<file path="src/design/bce_pkg.sv">
// Shared types, constants and the line step function of the Bezier evaluator.
`default_nettype none
package bce_pkg;
  localparam int NPTS  = 8;   // control points held, degree up to 7
  localparam int AXES  = 3;
  localparam int CW    = 32;  // control point / position width
  localparam int DW    = 40;  // derivative width
  localparam int W     = 42;  // working width of the line
  localparam int TW    = 17;  // curve parameter width
  localparam int DEG_W = 3;

  localparam logic [TW-1:0] T_ONE = 17'h10000;

  localparam logic CMD_LOAD = 1'b0;
  localparam logic CMD_EVAL = 1'b1;

  localparam logic OP_LERP = 1'b0;
  localparam logic OP_DIFF = 1'b1;

  localparam logic [1:0] QTY_ACC = 2'd0;
  localparam logic [1:0] QTY_VEL = 2'd1;
  localparam logic [1:0] QTY_POS = 2'd2;

  typedef struct packed {
    logic                     cmd;
    logic [DEG_W-1:0]         point_index;
    logic signed [CW-1:0]     point_x;
    logic signed [CW-1:0]     point_y;
    logic signed [CW-1:0]     point_z;
    logic [TW-1:0]            param_t;
  } in_item_t;

  typedef struct packed {
    logic                     pos_valid;
    logic signed [CW-1:0]     pos_x;
    logic signed [CW-1:0]     pos_y;
    logic signed [CW-1:0]     pos_z;
    logic                     vel_valid;
    logic signed [DW-1:0]     vel_x;
    logic signed [DW-1:0]     vel_y;
    logic signed [DW-1:0]     vel_z;
    logic                     acc_valid;
    logic signed [DW-1:0]     acc_x;
    logic signed [DW-1:0]     acc_y;
    logic signed [DW-1:0]     acc_z;
  } out_item_t;

  typedef struct packed {
    logic             pt_write;
    logic             start;
    logic             load;
    logic             step;
    logic             op;
    logic [DEG_W-1:0] scale;
    logic             active;
    logic             capture;
    logic [1:0]       qty;
    logic             publish;
  } dp_cmd_t;

  typedef struct packed {
    logic out_free;
  } dp_status_t;

  // One element of a line pass: a lerp toward b, or a scaled difference.
  function automatic logic signed [W-1:0] step_value(
    input logic signed [W-1:0] a,
    input logic signed [W-1:0] b,
    input logic                op,
    input logic [DEG_W-1:0]    scale,
    input logic [TW-1:0]       t
  );
    logic signed [W:0]       diff;
    logic signed [TW:0]      k;
    logic signed [W+TW+1:0]  prod;
    logic signed [W+TW+1:0]  sh;
    diff = {b[W-1], b} - {a[W-1], a};
    if (op == OP_DIFF) begin
      k = $signed({{(TW+1-DEG_W){1'b0}}, scale});
    end else begin
      k = $signed({1'b0, t});
    end
    prod = diff * k;
    sh   = prod >>> 16;
    if (op == OP_DIFF) begin
      return prod[W-1:0];
    end
    return a + sh[W-1:0];
  endfunction
endpackage
`default_nettype wire

</file>
<file path="src/design/bce_ctrl.sv">
// Sequencer: loads, difference passes, de Casteljau passes and result hand-off.
`default_nettype none
module bce_ctrl (
  input  wire logic                      clk_i,
  input  wire logic                      rst_ni,
  input  wire logic                      in_valid_i,
  input  wire logic                      in_cmd_i,
  input  wire logic [bce_pkg::DEG_W-1:0] deg_i,
  input  wire bce_pkg::dp_status_t       status_i,
  output logic                           in_stall_o,
  output bce_pkg::dp_cmd_t               cmd_o
);
  import bce_pkg::*;

  localparam logic [2:0] ST_IDLE = 3'd0;
  localparam logic [2:0] ST_LOAD = 3'd1;
  localparam logic [2:0] ST_STEP = 3'd2;
  localparam logic [2:0] ST_CAPT = 3'd3;
  localparam logic [2:0] ST_DONE = 3'd4;

  logic [2:0]       state_q, state_d;
  logic [1:0]       qty_q, qty_d;
  logic [DEG_W-1:0] round_q, round_d;
  logic [DEG_W-1:0] step_q, step_d;
  logic [DEG_W-1:0] ndiff;
  logic             accept;

  assign in_stall_o = (state_q != ST_IDLE);
  assign accept     = in_valid_i && (state_q == ST_IDLE);

  always_comb begin
    case (qty_q)
      QTY_ACC: ndiff = 3'd2;
      QTY_VEL: ndiff = 3'd1;
      default: ndiff = 3'd0;
    endcase
  end

  always_comb begin
    state_d = state_q;
    qty_d   = qty_q;
    round_d = round_q;
    step_d  = step_q;
    cmd_o   = '0;
    cmd_o.scale  = deg_i - round_q;
    cmd_o.op     = (round_q < ndiff) ? OP_DIFF : OP_LERP;
    cmd_o.active = (step_q < cmd_o.scale);
    cmd_o.qty    = qty_q;
    case (state_q)
      ST_IDLE: begin
        if (accept && in_cmd_i == CMD_LOAD) begin
          cmd_o.pt_write = 1'b1;
        end else if (accept) begin
          cmd_o.start = 1'b1;
          if (deg_i == '0) begin
            state_d = ST_DONE;
          end else begin
            qty_d   = (deg_i >= 3'd2) ? QTY_ACC : QTY_VEL;
            state_d = ST_LOAD;
          end
        end
      end
      ST_LOAD: begin
        cmd_o.load = 1'b1;
        round_d    = '0;
        step_d     = '0;
        state_d    = ST_STEP;
      end
      ST_STEP: begin
        cmd_o.step = 1'b1;
        step_d     = step_q + 3'd1;
        // each pass rotates the whole line once; n passes per quantity
        if (step_q == 3'(NPTS - 1)) begin
          round_d = round_q + 3'd1;
          if (round_q == deg_i - 3'd1) begin
            state_d = ST_CAPT;
          end
        end
      end
      ST_CAPT: begin
        cmd_o.capture = 1'b1;
        if (qty_q == QTY_POS) begin
          state_d = ST_DONE;
        end else begin
          qty_d   = qty_q + 2'd1;
          state_d = ST_LOAD;
        end
      end
      ST_DONE: begin
        if (status_i.out_free) begin
          cmd_o.publish = 1'b1;
          state_d       = ST_IDLE;
        end
      end
      default: state_d = ST_IDLE;
    endcase
  end

  always_ff @(posedge clk_i or negedge rst_ni) begin
    if (!rst_ni) begin
      state_q <= ST_IDLE;
      qty_q   <= QTY_ACC;
      round_q <= '0;
      step_q  <= '0;
    end else begin
      state_q <= state_d;
      qty_q   <= qty_d;
      round_q <= round_d;
      step_q  <= step_d;
    end
  end
endmodule
`default_nettype wire

</file>
<file path="config.mk">
export PLATFORM = sky130hd
export DESIGN_NAME = bce_ctrl
export DESIGN_NICKNAME = d
export VERILOG_FILES = /design/src/design/bce_pkg.sv /design/src/design/bce_ctrl.sv
export SDC_FILE = /design/constraint.sdc
export NUM_CORES = 1
export LEC_CHECK = 0
export ABC_AREA = 1
export BUFFER_PORTS_ARGS = -buffer_cell sky130_fd_sc_hd__buf_4
export CELL_PAD_IN_SITES_DETAIL_PLACEMENT = 0
export CELL_PAD_IN_SITES_GLOBAL_PLACEMENT = 1
export CORE_MARGIN = 4
export CORE_UTILIZATION = 37
export DETAILED_ROUTE_END_ITERATION = 7
export GPL_TIMING_DRIVEN = 0
export HOLD_SLACK_MARGIN = 0.15
export PLACE_DENSITY = 0.89
export SYNTH_ARGS = -nofsm -noshare
export SYNTH_HDL_FRONTEND = slang
export SYNTH_SLANG_ARGS = --single-unit
</file>
<file path="constraint.sdc">
create_clock -name clk_i -period 3.02 [get_ports clk_i]
set_clock_uncertainty 0.05 [all_clocks]
set_input_delay 0.604 -clock clk_i [delete_from_list [all_inputs] [get_ports clk_i]]
set_output_delay 0.604 -clock clk_i [all_outputs]
set_load 0.02 [all_outputs]
</file>
# == Word-level counts from Yosys, hierarchy flattened ==
# Cells that the tools add are included.
# word_totals
ff_bits,11
inputBits,8
output_inout_bits,14
elab_cells,67
# classes
n_addsub,5
order_cmp,3
eq_ne,15
mux,28
bitwise,1
n_reduce_logical,11
# ops
cell,count
$mux W3,8
$pmux W3 S5,1
$ne A2 B2 Y1 const B,7
$pmux W3 S2,2
$mux W1,10
$mux W2,5
$reduce_and A5 Y1,2
$pmux W2 S2,2
$add A3 B1 Y3 const B,2
$eq A3 B2 Y1 const B,2
$eq A3 B3 Y1 const B,2
$logic_not A3 Y1,2
$lt A3 B3 Y1,2
$reduce_bool A2 Y1,2
$eq A3 B1 Y1 const B,1
$eq A3 B3 Y1,1
$ge A3 B2 Y1 const B,1
$reduce_bool A3 Y1,1
$sub A3 B1 Y3 const B,1
$sub A3 B3 Y3,1
$add A2 B1 Y2 const B,1
$eq A2 B1 Y1 const B,1
$eq A2 B2 Y1 const B,1
$logic_and A1 B1 Y1,2
other kinds (3),3

# == Depth between registers and ports, before layout ==
# depth
ltp_word,6
mapped_depth,9

# == Worst setup path after synthesis ==
# Ideal clock, no wire load.
# synth_path
path_type,in2out
startpoint,in deg_i[0] (netlist bit)
endpoint,out cmd_o[4] (netlist bit)
arrival_time_ns,2.436
path_slack_ns,-0.070
path_stages,8
path_buffers,0
cell_sequence,inv_1 -> ha_1 -> fa_1 -> xnor2_1 -> inv_1 -> ha_1 -> a21oi_1 -> o21a_1
# synth_lines
item,line,text
from (decl),bce_ctrl.sv:8,"input wire logic [bce_pkg::DEG_W-1:0] deg_i,"
to (decl),bce_ctrl.sv:11,output bce_pkg::dp_cmd_t cmd_o

==> run summary <==
The share of cells above drive strength 1 came out at 0.297. Yosys attributes the largest share of cell area to sky130_fd_sc_hd__dfrtp_1 30%, sky130_fd_sc_hd__ha_1 18%, sky130_fd_sc_hd__nand2_1 11%, sky130_fd_sc_hd__inv_1 7.9%, sky130_fd_sc_hd__nand3_1 4.4%. Max-slew violation count: 0. Entering global routing, the biggest net connects 12 pins.

In this run the horizontal extent of the chip is 57.4 µm. The run gives 0.123 as the clock share of power. The netlist uses 24 different library cells. The library cell used most frequently in the layout, excluding fill and tap cells, is sky130_fd_sc_hd__nand2_1. Prior to clock tree synthesis, the placed netlist has a worst setup slack of 38.4 ps.

After detailed routing, the number of vias per cell comes to 4.72. Portion of total power attributed to combinational logic: 0.600. The core region is 2280 µm². The library cells used most frequently in the layout, excluding fill and tap cells, are 26 x sky130_fd_sc_hd__nand2_1, 21 x sky130_fd_sc_hd__buf_4, 19 x sky130_fd_sc_hd__inv_1, 13 x sky130_fd_sc_hd__ha_1, 11 x sky130_fd_sc_hd__dfrtp_1. The level count of the clock H-tree was 1; the post-synthesis register bit count was 11. The number of global-route vias before repair came out at 799. The launching element of the worst setup path is deg_i[0]. For the finished layout, the period the worst path requires is 2910 ps. The endpoint of the most critical register-to-register path is state_q[0]$_DFFE_PN0P_. Clock tree synthesis found a total of 11 sinks. The worst hold path class was flop to flop.

After synthesis, the mean cell area works out to 7.59 µm². The worst setup path is captured at a primary output. The critical path ends at cmd_o[4].

The run gives 0 as the setup violation total in the final timing report. The initial antenna violation count was 0; the largest fanout on the critical path was 3. The floorplan has 17 rows. The register-to-register path setup slack is 1610 ps. The number of antenna diodes in the final layout is 0.

The smallest setup slack after layout was 109 ps; the starting density of the core was 0.397. Clock root buffer: sky130_fd_sc_hd__clkbuf_4. The routed design has 1.87 mm of wire.

Worst-skew pair later-pin latency: 270 ps. The biggest area consumer among synthesized cells was sky130_fd_sc_hd__dfrtp_1. The critical register-to-register path startpoint was step_q[0]$_DFFE_PN0N_.

The logs give 0.131 for the overall routing resource usage and 173 for the post-layout instance count excluding filler cells. The worst-margin pin slew is 250 ps. During synthesis, Yosys emitted a total of 0 warnings. The vertical die dimension is 57.4 µm.

The startpoint-to-endpoint class of the critical path is input port to primary output. The logs give 0.504 for the fraction of the core area covered by cells at the end of the flow and 2370 ps for the required arrival time at the worst endpoint. The switching power summed over all nets came out at 0.409 mW. Switching fraction of total power: 0.479. The number of setup buffers added after CTS was 0; the number of hold-slack violations in the final timing report was 0.

The cell area that synthesis handed to floorplanning was 903 µm². In this run the remaining antenna-violating nets after routing total 0. In this run, the number of DRC markers left after iteration 0 of detailed routing was 22. VDD sags by at most 0.451 mV.

The logs give 1.54 mm for the HPWL after detailed placement and 141 for the synthesized netlist net count. The leakage power is 0.649 nW, and the internal power is 0.445 mW. The floorplan step defined a die boundary enclosing 3300 µm².

The relative max-transition margin came out at 0.834. Routability-driven placement finished with a final weighted congestion of 0.833. The run finished with clean final reports.

The clock-pin slew reported for the worst setup and hold paths after clock tree synthesis is 80 ps, and the sequential cell area fraction in the yosys report is 0.305. CTS buffer count: 3. The net count of the finished layout is 168.

From synthesis to final layout, the design area changed by 26.9%. The share of the cycle needed by the critical path after routing works out to 0.964. The global-route wire length before repair is 3.42 mm, and the synthesized netlist cell count is 119. The worst setup path is launched from an input port. Across the run, the number of max-cap violations was 0. The sequential share of power is 0.277, and the power density relative to cell area is 746 nW/µm². Based on the critical path, the design can be clocked at up to 343 MHz. After global routing the overflow that remains totals 0.

The cell depth of the worst flop-to-flop path was 8. Dividing the detail-routed wire length by the instance count gives 10.8 µm. For the maximum buffer depth of the clock tree, the log shows 2.

Input and output buffers added on the ports amount to 21. In the routed design, unresolved DRC markers number 0. In this run the count of I/O pins placed on the die edge is 22.

The filler cells instantiated in the layout total 228. TritonCTS built the clock tree. Data on the critical path arrives at its endpoint at 2260 ps. Across all layers, the routed design uses 816 vias. Before antenna repair, the detailed router went through 4 iterations. The share of the synthesized area in the top cell type is 0.305, and the post-placement cell count is 168.
## Yosys cell counts
master,number
sky130_fd_sc_hd__nand2_1,26
sky130_fd_sc_hd__inv_1,19
sky130_fd_sc_hd__ha_1,13
sky130_fd_sc_hd__dfrtp_1,11
sky130_fd_sc_hd__nor2_1,9
sky130_fd_sc_hd__nand3_1,8
sky130_fd_sc_hd__inv_2,6
sky130_fd_sc_hd__nand2_2,4
sky130_fd_sc_hd__o21ai_1,4
sky130_fd_sc_hd__a22o_1,2
sky130_fd_sc_hd__nand3_2,2
sky130_fd_sc_hd__nor2_2,2
sky130_fd_sc_hd__xnor2_1,2
sky130_fd_sc_hd__a211oi_1,1
sky130_fd_sc_hd__a21oi_1,1
sky130_fd_sc_hd__fa_1,1
sky130_fd_sc_hd__nand4_1,1
sky130_fd_sc_hd__nor3b_1,1
sky130_fd_sc_hd__nor4_1,1
sky130_fd_sc_hd__o21a_1,1
sky130_fd_sc_hd__o21ai_0,1
sky130_fd_sc_hd__o21ai_2,1
sky130_fd_sc_hd__o21bai_1,1
sky130_fd_sc_hd__or2_2,1
## area by class of cell
type	instances	area, µm²	share of cell area
Multi-Input combinational cell	83	548	0.478
Inverter	25	93.8	0.0819
Tap cell	28	35.0	0.0306
Sequential cell	11	275	0.240
Clock buffer	4	26.3	0.0229
Timing Repair Buffer	22	168	0.146
## critical path, cell delays in order
cell,delay [ps]
sky130_fd_sc_hd__buf_4,80
sky130_fd_sc_hd__inv_1,60
sky130_fd_sc_hd__ha_1,210
sky130_fd_sc_hd__fa_2,360
sky130_fd_sc_hd__xnor2_2,180
sky130_fd_sc_hd__inv_1,60
sky130_fd_sc_hd__ha_1,320
sky130_fd_sc_hd__a21oi_2,140
sky130_fd_sc_hd__o21a_1,120
sky130_fd_sc_hd__buf_4,130
## sequential cells by signal, indices dropped and copies added, names as in the netlist
name / cells
qty_q: 2
round_q: 3
state_q: 3
step_q: 3
## kinds of logic (layout without fill, tap and decap cells)
| logic type | after synthesis | after routing | share of synthesized area |
|---|---|---|---|
| and+or+nand+nor | 55 | 55 | 0.283 |
| buffers and inverters | 25 | 51 | 0.104 |
| adders and majority gates | 14 | 14 | 0.202 |
| AOI/OAI and AO/OA | 12 | 12 | 0.0873 |
| DFF | 11 | 11 | 0.305 |
| xor gates and xnor gates | 2 | 2 | 0.0194 |
## repair_timing
action,4_1_cts,5_1_grt
hold buffers,1,0
endpoints found under the hold margin,11,0
gates resized for setup,0,2
endpoints found under the setup margin,0,1
## stage by stage
stage | TNS [ps] | area [µm²] | hold WS, ps | power (mW)
after detailed placement | 0 | 1100 | 402 | 0.751
after floorplan | 0 | 911 | 258 | 0.588
after global placement | 0 | 1100 | 398 | 0.738
final | 0 | 1150 | 470 | 0.855
after global routing | -8.02 | 1150 | 516 | 0.948
after CTS | 0 | 1140 | 478 | 0.864
## worst min path at each step
stage | end | cells after the start | start
finish | step_q[0]$_DFFE_PN0N_ | 1 | step_q[0]$_DFFE_PN0N_
global route | step_q[0]$_DFFE_PN0N_ | 1 | step_q[0]$_DFFE_PN0N_
CTS | step_q[0]$_DFFE_PN0N_ | 1 | step_q[0]$_DFFE_PN0N_
detailed placement | round_q[2]$_DFFE_PN0P_ | 1 | rst_ni
global placement | round_q[2]$_DFFE_PN0P_ | 1 | rst_ni
floorplan | qty_q[0]$_DFFE_PN0P_ | 0 | rst_ni
## layer usage
metal  share of wire  GRT usage
met1            0.47      0.163
met2            0.45      0.216
met3           0.075     0.0566
met4               0     0.0166
met5               0          0
## power groups by stage
| stage | Sequential (mW) | Clock [mW] | Combinational, mW |
|---|---|---|---|
| 2_1_floorplan | 0.239 | 0 | 0.349 |
| 3_3_place_gp | 0.238 | 0 | 0.500 |
| 3_5_place_dp | 0.240 | 0 | 0.512 |
| 4_1_cts | 0.237 | 0.111 | 0.516 |
| 5_1_grt | 0.246 | 0.120 | 0.582 |
| 6_report | 0.236 | 0.105 | 0.513 |
(Power assumes the default switching activity.)
